$ cat src/mlpd_pkg.sv
// Shared types and constants for the motor link receive deframer.
// No dependencies; every other source file imports this package.
package mlpd_pkg;

    localparam int BYTE_W  = 8;
    localparam int INDEX_W = 5;
    localparam int STEP_W  = 3;
    localparam int CFG_IDX_W = 3;

    // configuration register indexes
    localparam logic [CFG_IDX_W-1:0] CFG_OWN_ADDRESS    = 3'd0;
    localparam logic [CFG_IDX_W-1:0] CFG_SENDER_A       = 3'd1;
    localparam logic [CFG_IDX_W-1:0] CFG_SENDER_B       = 3'd2;
    localparam logic [CFG_IDX_W-1:0] CFG_BROADCAST_ID   = 3'd3;
    localparam logic [CFG_IDX_W-1:0] CFG_RESYNC_LIMIT   = 3'd4;

    // configuration reset values
    localparam logic [BYTE_W-1:0] RST_OWN_ADDRESS  = 8'd172;
    localparam logic [BYTE_W-1:0] RST_SENDER_A     = 8'd184;
    localparam logic [BYTE_W-1:0] RST_SENDER_B     = 8'd183;
    localparam logic [BYTE_W-1:0] RST_BROADCAST_ID = 8'd254;
    localparam logic [BYTE_W-1:0] RST_RESYNC_LIMIT = 8'd10;

    // unicast id always accepted in the id byte
    localparam logic [BYTE_W-1:0] UNICAST_ID = 8'd1;

    // parser step codes
    localparam logic [STEP_W-1:0] STEP_OWN_ADDR = 3'd0;
    localparam logic [STEP_W-1:0] STEP_SENDER   = 3'd1;
    localparam logic [STEP_W-1:0] STEP_ID       = 3'd2;
    localparam logic [STEP_W-1:0] STEP_COMMAND  = 3'd3;
    localparam logic [STEP_W-1:0] STEP_LENGTH   = 3'd4;
    localparam logic [STEP_W-1:0] STEP_PAYLOAD  = 3'd5;
    localparam logic [STEP_W-1:0] STEP_CHECKSUM = 3'd6;

    typedef struct packed {
        logic [BYTE_W-1:0] rx_byte;
        logic              chunk_end;
    } mlpd_in_t;

    typedef struct packed {
        logic               byte_kept;
        logic [INDEX_W-1:0] byte_index;
        logic               is_payload;
        logic               frame_done;
        logic               frame_good;
        logic [BYTE_W-1:0]  frame_sender;
        logic [BYTE_W-1:0]  frame_command;
        logic [BYTE_W-1:0]  frame_length;
        logic               resync;
    } mlpd_out_t;

endpackage

$ cat src/mlpd_in_if.sv
// Valid/ready channel carrying received bytes into the deframer.
// Depends on mlpd_pkg for the payload type.
interface mlpd_in_if;
    import mlpd_pkg::*;

    logic     valid;
    logic     ready;
    mlpd_in_t data;

    modport source (output valid, output data, input ready);
    modport sink   (input valid, input data, output ready);
endinterface

$ cat src/mlpd_out_if.sv
// Valid/ready channel carrying per-byte deframer results.
// Depends on mlpd_pkg for the payload type.
interface mlpd_out_if;
    import mlpd_pkg::*;

    logic      valid;
    logic      ready;
    mlpd_out_t data;

    modport source (output valid, output data, input ready);
    modport sink   (input valid, input data, output ready);
endinterface

$ cat src/motor_link_packet_receive_deframer.sv
// Top level of the motor link receive deframer: parser, config registers
// and result register. Depends on mlpd_pkg, mlpd_in_if and mlpd_out_if.

// Receive deframer for a byte-serial motor link. Each transaction on in_ch
// carries one byte and a chunk_end flag and produces exactly one result
// transaction on out_ch, in order. A frame is own address, sender address
// (one of two), id (1 or broadcast), command, length, data bytes (at least
// one) and a checksum byte that makes the 8-bit sum of the frame zero. Every
// kept byte is reported with its position; the checksum byte reports
// frame_done and frame_good. Header mismatches raise an error count; when it
// equals resync_limit the parser clears, resync is flagged, and bytes up to
// and including the next chunk_end are ignored. Timing: one byte per clock.
// The parser update is a single combinational pass from the accepted byte
// and the parser state into the result register, so a new byte is taken in
// every cycle in which the result register is empty or being drained;
// the result is valid in the cycle after acceptance. Configuration
// writes (cfg_we, cfg_index, cfg_data) are expected only while idle.
module motor_link_packet_receive_deframer #(
    parameter int PAYLOAD_LIMIT = 24,
    parameter int FRAME_LIMIT   = 32
) (
    input  logic                       clk,
    input  logic                       rst_n,
    input  logic                       cfg_we,
    input  logic [mlpd_pkg::CFG_IDX_W-1:0] cfg_index,
    input  logic [mlpd_pkg::BYTE_W-1:0]    cfg_data,
    mlpd_in_if.sink                    in_ch,
    mlpd_out_if.source                 out_ch
);
    import mlpd_pkg::*;

    // frame position must be able to hold FRAME_LIMIT itself (saturation)
    localparam int POS_W = $clog2(FRAME_LIMIT + 1);
    localparam logic [POS_W-1:0]  POS_LIMIT = POS_W'(FRAME_LIMIT);
    localparam logic [BYTE_W-1:0] PAY_LIMIT = BYTE_W'(PAYLOAD_LIMIT);

    // configuration registers
    logic [BYTE_W-1:0] own_addr_reg;
    logic [BYTE_W-1:0] sender_a_reg;
    logic [BYTE_W-1:0] sender_b_reg;
    logic [BYTE_W-1:0] bcast_id_reg;
    logic [BYTE_W-1:0] resync_limit_reg;

    // parser state
    logic [STEP_W-1:0] step_reg,    step_next;
    logic [BYTE_W-1:0] sum_reg,     sum_next;
    logic [POS_W-1:0]  pos_reg,     pos_next;
    logic [BYTE_W-1:0] pay_cnt_reg, pay_cnt_next;
    logic [BYTE_W-1:0] exp_len_reg, exp_len_next;
    logic [BYTE_W-1:0] sender_reg,  sender_next;
    logic [BYTE_W-1:0] command_reg, command_next;
    logic [BYTE_W-1:0] err_cnt_reg, err_cnt_next;
    logic              skip_reg,    skip_next;
    logic              chunk_open_reg, chunk_open_next;

    // result register
    logic      out_valid_reg;
    mlpd_out_t out_reg;
    mlpd_out_t result;

    logic in_fire;
    logic [BYTE_W-1:0] b;
    logic store;

    assign in_ch.ready  = !out_valid_reg || out_ch.ready;
    assign in_fire      = in_ch.valid && in_ch.ready;
    assign out_ch.valid = out_valid_reg;
    assign out_ch.data  = out_reg;
    assign b            = in_ch.data.rx_byte;

    always_ff @(posedge clk or negedge rst_n)
    begin
        if (!rst_n)
        begin
            own_addr_reg     <= RST_OWN_ADDRESS;
            sender_a_reg     <= RST_SENDER_A;
            sender_b_reg     <= RST_SENDER_B;
            bcast_id_reg     <= RST_BROADCAST_ID;
            resync_limit_reg <= RST_RESYNC_LIMIT;
        end
        else if (cfg_we)
        begin
            case (cfg_index)
                CFG_OWN_ADDRESS:  own_addr_reg     <= cfg_data;
                CFG_SENDER_A:     sender_a_reg     <= cfg_data;
                CFG_SENDER_B:     sender_b_reg     <= cfg_data;
                CFG_BROADCAST_ID: bcast_id_reg     <= cfg_data;
                CFG_RESYNC_LIMIT: resync_limit_reg <= cfg_data;
                default:          ;
            endcase
        end
    end

    // one pass of the parser for the byte on in_ch
    always_comb
    begin
        step_next       = step_reg;
        sum_next        = sum_reg;
        pos_next        = pos_reg;
        pay_cnt_next    = pay_cnt_reg;
        exp_len_next    = exp_len_reg;
        sender_next     = sender_reg;
        command_next    = command_reg;
        err_cnt_next    = err_cnt_reg;
        skip_next       = skip_reg;
        chunk_open_next = chunk_open_reg;
        store           = 1'b0;
        result          = '0;

        // a chunk that opens on an overflowed frame is thrown away whole
        if (chunk_open_reg && (pos_reg >= POS_LIMIT))
        begin
            step_next = STEP_OWN_ADDR;
            pos_next  = '0;
            skip_next = 1'b1;
        end

        if (!skip_next)
        begin
            case (step_next)
                STEP_OWN_ADDR:
                begin
                    if (b == own_addr_reg)
                    begin
                        sender_next  = '0;
                        command_next = '0;
                        pos_next     = '0;
                        err_cnt_next = '0;
                        sum_next     = b;
                        store        = 1'b1;
                        step_next    = STEP_SENDER;
                    end
                    else
                    begin
                        pos_next     = '0;
                        err_cnt_next = err_cnt_reg + 8'd1;
                    end
                end
                STEP_SENDER:
                begin
                    if ((b == sender_a_reg) || (b == sender_b_reg))
                    begin
                        sum_next     = sum_reg + b;
                        sender_next  = b;
                        store        = 1'b1;
                        step_next    = STEP_ID;
                        err_cnt_next = '0;
                    end
                    else
                    begin
                        step_next    = STEP_OWN_ADDR;
                        pos_next     = '0;
                        err_cnt_next = err_cnt_reg + 8'd1;
                    end
                end
                STEP_ID:
                begin
                    if ((b == UNICAST_ID) || (b == bcast_id_reg))
                    begin
                        sum_next     = sum_reg + b;
                        store        = 1'b1;
                        step_next    = STEP_COMMAND;
                        err_cnt_next = '0;
                    end
                    else
                    begin
                        step_next    = STEP_OWN_ADDR;
                        pos_next     = '0;
                        err_cnt_next = err_cnt_reg + 8'd1;
                    end
                end
                STEP_COMMAND:
                begin
                    sum_next     = sum_reg + b;
                    command_next = b;
                    store        = 1'b1;
                    step_next    = STEP_LENGTH;
                end
                STEP_LENGTH:
                begin
                    exp_len_next = b;
                    pay_cnt_next = '0;
                    sum_next     = sum_reg + b;
                    store        = 1'b1;
                    step_next    = STEP_PAYLOAD;
                end
                STEP_PAYLOAD:
                begin
                    sum_next          = sum_reg + b;
                    store             = 1'b1;
                    result.is_payload = 1'b1;
                    pay_cnt_next      = pay_cnt_reg + 8'd1;
                    // zero length still takes one data byte
                    if (pay_cnt_next >= PAY_LIMIT)
                        step_next = STEP_OWN_ADDR;
                    else if (pay_cnt_next >= exp_len_reg)
                        step_next = STEP_CHECKSUM;
                end
                STEP_CHECKSUM:
                begin
                    sum_next          = sum_reg + b;
                    store             = 1'b1;
                    result.frame_done = 1'b1;
                    result.frame_good = (sum_next == '0);
                end
                default:
                begin
                    step_next = STEP_OWN_ADDR;
                end
            endcase

            result.frame_length = exp_len_next;

            if (store && (pos_next < POS_LIMIT))
            begin
                result.byte_kept  = 1'b1;
                result.byte_index = INDEX_W'(pos_next);
                pos_next          = pos_next + 1'b1;
            end
            else
            begin
                result.is_payload = 1'b0;
            end

            if (result.frame_done)
            begin
                if (result.frame_good)
                begin
                    pay_cnt_next = '0;
                    exp_len_next = '0;
                    pos_next     = '0;
                end
                step_next = STEP_OWN_ADDR;
            end

            if (err_cnt_next == resync_limit_reg)
            begin
                result.resync = 1'b1;
                err_cnt_next  = '0;
                step_next     = STEP_OWN_ADDR;
                sum_next      = '0;
                exp_len_next  = '0;
                pay_cnt_next  = '0;
                skip_next     = 1'b1;
            end
        end
        else
        begin
            result.frame_length = exp_len_reg;
        end

        // sender and command are reported before a resync clears them
        result.frame_sender  = sender_next;
        result.frame_command = command_next;
        if (result.resync)
        begin
            sender_next  = '0;
            command_next = '0;
        end

        if (in_ch.data.chunk_end)
        begin
            skip_next       = 1'b0;
            chunk_open_next = 1'b1;
        end
        else
        begin
            chunk_open_next = 1'b0;
        end
    end

    always_ff @(posedge clk or negedge rst_n)
    begin
        if (!rst_n)
        begin
            step_reg       <= STEP_OWN_ADDR;
            sum_reg        <= '0;
            pos_reg        <= '0;
            pay_cnt_reg    <= '0;
            exp_len_reg    <= '0;
            sender_reg     <= '0;
            command_reg    <= '0;
            err_cnt_reg    <= '0;
            skip_reg       <= 1'b0;
            chunk_open_reg <= 1'b1;
            out_valid_reg  <= 1'b0;
        end
        else
        begin
            if (in_fire)
            begin
                step_reg       <= step_next;
                sum_reg        <= sum_next;
                pos_reg        <= pos_next;
                pay_cnt_reg    <= pay_cnt_next;
                exp_len_reg    <= exp_len_next;
                sender_reg     <= sender_next;
                command_reg    <= command_next;
                err_cnt_reg    <= err_cnt_next;
                skip_reg       <= skip_next;
                chunk_open_reg <= chunk_open_next;
                out_valid_reg  <= 1'b1;
            end
            else if (out_ch.ready)
            begin
                out_valid_reg <= 1'b0;
            end
        end
    end

    // result payload, no reset needed
    always_ff @(posedge clk)
    begin
        if (in_fire)
            out_reg <= result;
    end

    // checks

    // a good frame is only reported on its checksum byte
    a_good_needs_done: assert property (@(posedge clk) disable iff (!rst_n)
        out_valid_reg && out_reg.frame_good |-> out_reg.frame_done)
        else $error("frame_good without frame_done");

    // a payload flag only comes with a kept byte
    a_payload_kept: assert property (@(posedge clk) disable iff (!rst_n)
        out_valid_reg && out_reg.is_payload |-> out_reg.byte_kept)
        else $error("is_payload on a dropped byte");

    // a resync leaves the error count and the parser cleared
    a_resync_clears: assert property (@(posedge clk) disable iff (!rst_n)
        in_fire && result.resync |=> (err_cnt_reg == '0) && (step_reg == STEP_OWN_ADDR)
            && (sender_reg == '0))
        else $error("resync did not clear parser state");

    // the frame position saturates at the frame limit
    a_pos_bound: assert property (@(posedge clk) disable iff (!rst_n)
        pos_reg <= POS_LIMIT)
        else $error("frame position beyond limit");

endmodule

$ cat src/flat_wrapper.sv
// flat-port wrapper written by rule: the top's interface ports become plain ports
module motor_link_packet_receive_deframer_flat import mlpd_pkg::*;
#(
    parameter int PAYLOAD_LIMIT = 24,
    parameter int FRAME_LIMIT   = 32
)
  (clk, rst_n, cfg_we, cfg_index, cfg_data, in_ch_valid, in_ch_data, in_ch_ready, out_ch_valid, out_ch_data, out_ch_ready);
  mlpd_in_if in_ch_i ();
  mlpd_out_if out_ch_i ();
  input  logic clk;
  input  logic rst_n;
  input  logic cfg_we;
  input  logic [mlpd_pkg::CFG_IDX_W-1:0] cfg_index;
  input  logic [mlpd_pkg::BYTE_W-1:0] cfg_data;
  input wire logic [$bits(in_ch_i.valid)-1:0] in_ch_valid;
  input wire logic [$bits(in_ch_i.data)-1:0] in_ch_data;
  output wire logic [$bits(in_ch_i.ready)-1:0] in_ch_ready;
  output wire logic [$bits(out_ch_i.valid)-1:0] out_ch_valid;
  output wire logic [$bits(out_ch_i.data)-1:0] out_ch_data;
  input wire logic [$bits(out_ch_i.ready)-1:0] out_ch_ready;
  assign in_ch_i.valid = in_ch_valid;
  assign in_ch_i.data = in_ch_data;
  assign in_ch_ready = in_ch_i.ready;
  assign out_ch_valid = out_ch_i.valid;
  assign out_ch_data = out_ch_i.data;
  assign out_ch_i.ready = out_ch_ready;
  motor_link_packet_receive_deframer #(.PAYLOAD_LIMIT(PAYLOAD_LIMIT), .FRAME_LIMIT(FRAME_LIMIT)) u_core (.clk(clk), .rst_n(rst_n), .cfg_we(cfg_we), .cfg_index(cfg_index), .cfg_data(cfg_data), .in_ch(in_ch_i), .out_ch(out_ch_i));
endmodule
$ cat config.mk
export PLATFORM = sky130hd
export DESIGN_NAME = motor_link_packet_receive_deframer_flat
export DESIGN_NICKNAME = d
export VERILOG_FILES = /design/src/mlpd_pkg.sv /design/src/mlpd_in_if.sv /design/src/mlpd_out_if.sv /design/src/motor_link_packet_receive_deframer.sv /design/src/flat_wrapper.sv
export SDC_FILE = /design/constraint.sdc
export NUM_CORES = 1
export LEC_CHECK = 0
export ABC_AREA = 1
export ABC_CLOCK_PERIOD_IN_PS = 2200
export BUFFER_PORTS_ARGS = -buffer_cell sky130_fd_sc_hd__buf_2
export CAP_MARGIN = 20
export CORE_MARGIN = 5
export CORE_UTILIZATION = 54
export DETAILED_ROUTE_END_ITERATION = 16
export PLACE_DENSITY = 0.87
export SYNTH_ARGS = -nofsm -noshare
export SYNTH_HDL_FRONTEND = slang
export SYNTH_SLANG_ARGS = --single-unit
$ cat constraint.sdc
create_clock -name clk -period 2.2 [get_ports clk]
set_input_delay 0.44 -clock clk [delete_from_list [all_inputs] [get_ports clk]]
set_output_delay 0.44 -clock clk [all_outputs]
set_load 0.05 [all_outputs]
* After elaboration in Yosys (flattened, before gate mapping)
Cells that the tools add are included.
** Storage, ports and cells
- Bits in registers :: 134
- Bits of input ports :: 25
- Output and inout port bits :: 36
- Word-level logic and storage cells :: 140
** Operators by class
- Add/subtract/negate cells :: 4
- Order comparisons :: 4
- Equal/unequal tests :: 19
- Multiplexer cells :: 65
- Bitwise gates (word level) :: 2
- Reduce and logical (&&, ||, !) cells :: 21
** Operators with widths (number)
- 2-to-1 mux 8 bit :: 24
- 2-to-1 mux 6 bit :: 9
- case mux 8 bit (2 select lines) :: 3
- equality test 8 bit :: 5
- case mux 8 bit (4 select lines) :: 1
- case mux 8 bit (3 select lines) :: 1
- 2-to-1 mux 3 bit :: 7
- case mux 3 bit (7 select lines) :: 1
- case mux 6 bit (3 select lines) :: 1
- adder 8 x 1 -> 8 bit (second input constant) :: 2
- 2-to-1 mux 1 bit :: 13
- equality test 3 x 2 -> 1 bit (second input constant) :: 4
- equality test 3 bit (second input constant) :: 4
- AND reduction 2 bit :: 6
- != test 3 x 1 -> 1 bit (second input constant) :: 3
- adder 8 bit :: 1
- equality test 8 x 1 -> 1 bit (second input constant) :: 1
- >= comparator 8 x 5 -> 1 bit (second input constant) :: 1
- >= comparator 8 bit :: 1
- zero test 8 bit :: 1
- 2-to-1 mux 2 bit :: 4
- adder 6 x 1 -> 6 bit (second input constant) :: 1
- equality test 3 x 1 -> 1 bit (second input constant) :: 2
- >= comparator 6 bit (second input constant) :: 1
- other kinds (12) :: 18

* Longest topological paths before layout
- Word-level depth :: 12
- Mapped depth :: 21
- Depth with buffers taken out :: 20

* Worst setup path before layout
OpenSTA, ideal clock, no wires.
- Kind :: register to register
- Start :: register u_core.out_valid_reg (netlist: u_core.out_ch.valid)
- End :: register u_core.out_reg (netlist bit u_core.out_ch.data[0]), enable pin
- Library setup time :: 0.412 ns
- Arrival :: 2.594 ns
- Data required time :: 1.788 ns
- Setup slack :: -0.806 ns
- Stages on the path, launching flop included :: 5
- Buffers on the path :: 1
- Clock period less this slack :: 3.006 ns
- Cell sequence :: dfrtp_1 > nand2_1 > nand2_1 > clkinv_1 > clkbuf_1
** Between the ends
- Cells in the longest elaborated chain, start to end :: 3
** Ends and longest elaborated chain
- from (decl) :: line motor_link_packet_receive_deframer.sv:57 : logic out_valid_reg;
- from (signal assigned) :: line motor_link_packet_receive_deframer.sv:286 : out_valid_reg <= 1'b0;
- from (signal assigned) :: line motor_link_packet_receive_deframer.sv:302 : out_valid_reg <= 1'b1;
- from (signal assigned) :: line motor_link_packet_receive_deframer.sv:306 : out_valid_reg <= 1'b0;
- zero test 1 bit :: line motor_link_packet_receive_deframer.sv:65 : assign in_ch.ready = !out_valid_reg || out_ch.ready;
- logical OR 1 bit :: line motor_link_packet_receive_deframer.sv:65
- net in_ch_ready :: line flat_wrapper.sv:17 : output wire logic [$bits(in_ch_i.ready)-1:0] in_ch_ready;
- logical AND 1 bit :: line motor_link_packet_receive_deframer.sv:66 : assign in_fire = in_ch.valid && in_ch.ready;
- net u_core.in_fire :: line motor_link_packet_receive_deframer.sv:61 : logic in_fire;
- to (signal assigned) :: line motor_link_packet_receive_deframer.sv:315 : out_reg <= result;
- to (decl) :: line motor_link_packet_receive_deframer.sv:58 : mlpd_out_t out_reg;
The timed path passes the listed nets, and every way through them passes these cells.
A chain may end at the register's enable or synchronous reset.

* Worst setup path in the final report
- Start :: register u_core.chunk_open_reg
- End :: register u_core.command_reg[1]
** Between the ends
- Cells in the longest elaborated chain, start to end :: 9
- Elaborated cells on any way between the ends :: 15
- Those cells by class :: eq/ne: 4; mux: 9; reduce/logical: 2
** Ends and longest elaborated chain
- from (decl) :: line motor_link_packet_receive_deframer.sv:54 : logic chunk_open_reg, chunk_open_next;
- from (signal assigned) :: line motor_link_packet_receive_deframer.sv:301 : chunk_open_reg <= chunk_open_next;
- logical AND 1 bit * :: line motor_link_packet_receive_deframer.sv:111 : if (chunk_open_reg && (pos_reg >= POS_LIMIT))
- 2-to-1 mux 3 bit :: line motor_link_packet_receive_deframer.sv:111
- equality test 3 x 2 -> 1 bit, or another cell as far along :: line motor_link_packet_receive_deframer.sv:120 : case (step_next)
- case mux 8 bit (3 select lines) :: line motor_link_packet_receive_deframer.sv:120
- 2-to-1 mux 8 bit :: line motor_link_packet_receive_deframer.sv:118 : if (!skip_next)
- equality test 8 bit :: line motor_link_packet_receive_deframer.sv:236 : if (err_cnt_next == resync_limit_reg)
- 2-to-1 mux 1 bit :: line motor_link_packet_receive_deframer.sv:236
- 2-to-1 mux 1 bit :: line motor_link_packet_receive_deframer.sv:118
- 2-to-1 mux 8 bit * :: line motor_link_packet_receive_deframer.sv:255 : if (result.resync)
- to (signal assigned) :: line motor_link_packet_receive_deframer.sv:298 : command_reg <= command_next;
- to (decl) :: line motor_link_packet_receive_deframer.sv:51 : logic [BYTE_W-1:0] command_reg, command_next;
Every way passes the cells marked *; elsewhere a longest branch is shown, timed or not. The select of a mux whose other input is x is not followed.

==> impl_metrics.yaml <==
sta:
  rsz0062_at_grt: "yes"
  fmax_mhz: 386
  setup_ws_ns: -0.390
  finalCriticalPeriod_ns: 2.59
  hold_violations: 0
  fin_crit_sh_pct: 118
  skew_ns: 0.00939
  slew_headroom_pct: 60.9
  holdWs_ns: 0.0670
  finalSetupViolations: 67
  drv_slew: 0
  tightest_slew_ns: 0.585
critical_path:
  cp.arrival_ns: 2.90
  crit_fanout: 17
  regToRegSetupSlack_ns: -0.39
  startpoint_type: "flop"
  critPathRequiredTime_ns: 2.51
  cp-end-kind: "flop"
  crit_type: "reg2reg"
grt:
  antenna_found_initial: 0
  track_usage_pct: 26.6
  grt_start_max_net_pins: 101
  grt_overflow: 0
  grt_pass1_vias: 7014
  grt_pass1_wl_mm: 34.3
detailed_routing:
  dr.pass1.iters: 5
  vias_per_cell: 5.78
  vias: 7321
  ant_nets: 0
  wl_per_cell_um: 18.4
  routed_wl_mm: 23.3
  drt_iter0_drc: 781
  drc: 0
clock_network:
  cts-hold-fix-buffers: 0
  clk_pin_slew_ns: 0.06
  cts.sinks: 134
  cts-buffers-inserted: 17
  clk_latency_ns: 0.43
  root_buffer: "clkbuf_16"
  clockBufferDepth: 2
  htree_levels: 4
  cts_tree: "done"
synth:
  synth_nets: 934
  yosysMostFrequentCell: "nand2_1"
  synth_top_cell_by_area: "dfrtp_1"
  ys_seq_area_share_pct: 48.6
  synth_top_area_share_pct: 26.0
  synth.cell_area_um2: 7310
  yosys_register_bits: 134
  synthTopCellsByCount: "nand2_1 (251), inv_1 (101), o21ai_0 (101)"
  yosysUniqueCellTypes: 36
  synthArstFlopShare_pct: 74.6
  synth.yosys.warnings: 0
  avgSynthCellArea_um2: 8.23
  synth_enable_flop_cells: 34
  synth_flop_cell: "dfrtp_1"
  synth_area_leaders: "dfrtp_1 (26%), edfxtp_1 (14%), nand2_1 (13%)"
  syn_inst: 889
power:
  leakage_nw: 4.63
  p_int_w: 0.00689
  switchingPower_w: 0.00470
  seqPwrFrac_pct: 31.3
  p_per_area_nw_per_um2: 1170
  vdd_drop_max_uv: 625
  netSwitchingFraction_pct: 40.6
  p_comb_share_pct: 45.4
  p_clk_share_pct: 23.3
final_layout:
  postLayoutCellArea_um2: 9880
  multiInputGateArea_um2: 3690
  drive_gt1_share_pct: 33.9
  fillerInstances: 836
  antennaDiodeCount: 0
  fin_nets: 1123
  final-seq-area_um2: 3550
  area_delta_synth_final_pct: 35.1
  largest_register_ff_count: 34
  utilization_pct: 74.6
hold_path:
  hp-class: "in2async"
floorplanning:
  core_area_um2: 13200
  num_rows: 42
  fp.dieArea_um2: 16000
  initial_core_util_pct: 55.2
  ios: 61
  die_x_um: 126
  die_h_um: 126
run:
  maxCapViolCount: 0
placement:
  portBuffers: 60
  dpl_cell_area_um2: 8660
  gp_congestion: 0.952
  place_worst_setup_slack_ns: -0.457
  dp_hpwl_mm: 13.7
status:
  status: "finished, violations left"
  violations: "negative setup slack"
-- critical path, stage by stage, from the launching register on --
cell and delay (ns):
dfstp_2 0.56, nand2_4 0.07, inv_6 0.08, nor2_4 0.06
a21oi_4 0.23, buf_12 0.17, nand2_2 0.06, xor2_1 0.15
inv_1 0.10, nand2_1 0.10, nand2_1 0.09, nand2_1 0.06
inv_1 0.06, nand2_2 0.06, nor2_4 0.12, nand2_4 0.12
nor2_4 0.13, buf_12 0.16, o21ai_1 0.08
-- stage by stage --
stage                     cells  total power (W)  TNS (ns)
after detailed placement   1208          0.00791    -22.73
after CTS                  1253           0.0108     -9.53
final                      1267           0.0116    -21.25
after global routing       1267           0.0122    -29.74
after global placement     1208          0.00771    -17.83
after floorplan             889          0.00637     -1.47
-- final timing paths --
check / end / depth (start not counted) / startpoint
worst max register to register: u_core.command_reg[1] / 18 / u_core.chunk_open_reg
max in group asynchronous: u_core.pay_cnt_reg[2] / 2 / rst_n
worst min-delay path: u_core.sender_b_reg[6] / 2 / rst_n
worst max-delay path: u_core.command_reg[1] / 18 / u_core.chunk_open_reg
worst min register to register: u_core.sum_reg[6] / 2 / u_core.sum_reg[6]
min in group clk: u_core.out_ch.valid / 4 / out_ch_ready
-- cell usage in the layout (no fill, tap or decap), types with 5 or more instances in the layout --
master and count:
nand2_1 217, clkbuf_16 18, o21ai_0 66, dfstp_2 24, inv_6 5, nand3_2 11, nand4_1 18, o22ai_2 5
xnor2_1 30, inv_2 10, buf_6 9, buf_2 59, nor2_1 37, buf_4 122, edfxtp_1 34, xor2_1 10
clkinv_4 5, ha_1 16, inv_1 94, a21oi_1 16, nand2_4 11, nand3b_1 5, buf_12 5, nor2_4 9
o22ai_1 15, nor2_2 17, nand2_2 27, o21ai_1 41, dfrtp_1 76, nand3_1 25
-- repair_timing --
action                     CTS  global route
gates cloned                 1             2
setup endpoints to repair   67            79
gates resized for setup     58            82
buffers inserted            12            13
pin swaps                   17            27
-- cell families (layout without fill, tap and decap cells) --
kind of cell	after synthesis	after routing	share of synthesized area, %
flip-flops	134	134	48.6
buffers and inverters	138	338	7.73
multiplexers	4	4	0.547
XOR/XNOR	44	44	5.27
AND/OR/NAND/NOR	390	392	22.6
adder cells (fa/ha/maj)	20	20	3.52
AO/OA/AOI/OAI	159	159	11.8
-- layout make-up --
| cell class | instances | area share (%) |
|---|---|---|
| multi-input cells | 619 | 37.3 |
| inverters | 110 | 4.35 |
| clock inverters | 15 | 1.30 |
| clock buffers | 17 | 4.30 |
| well taps | 176 | 2.23 |
| repair buffers | 196 | 14.5 |
| flip-flops and latches | 134 | 35.9 |
-- power groups by stage --
| stage | combinational (W) | sequential, W | clock (W) |
|---|---|---|---|
| after CTS | 0.00456 | 0.00359 | 0.00270 |
| after detailed placement | 0.00430 | 0.00361 | 0 |
| after global routing | 0.00566 | 0.00369 | 0.00282 |
| after global placement | 0.00414 | 0.00357 | 0 |
| after floorplan | 0.00254 | 0.00383 | 0 |
| final | 0.00526 | 0.00363 | 0.00270 |
-- metal layers --
layer  up-vias  global-route usage (%)  wire length, um  part of all wire (%)
met5         -                       0                0                     0
li1       3288                       -                -                     -
met1      3452                    32.4             8370                    36
met4         0                    13.5             1260                   5.4
met2       467                    45.1            11600                    50
met3       114                    5.17             2010                   8.7
No activity file was read; power rests on OpenSTA's default activity.
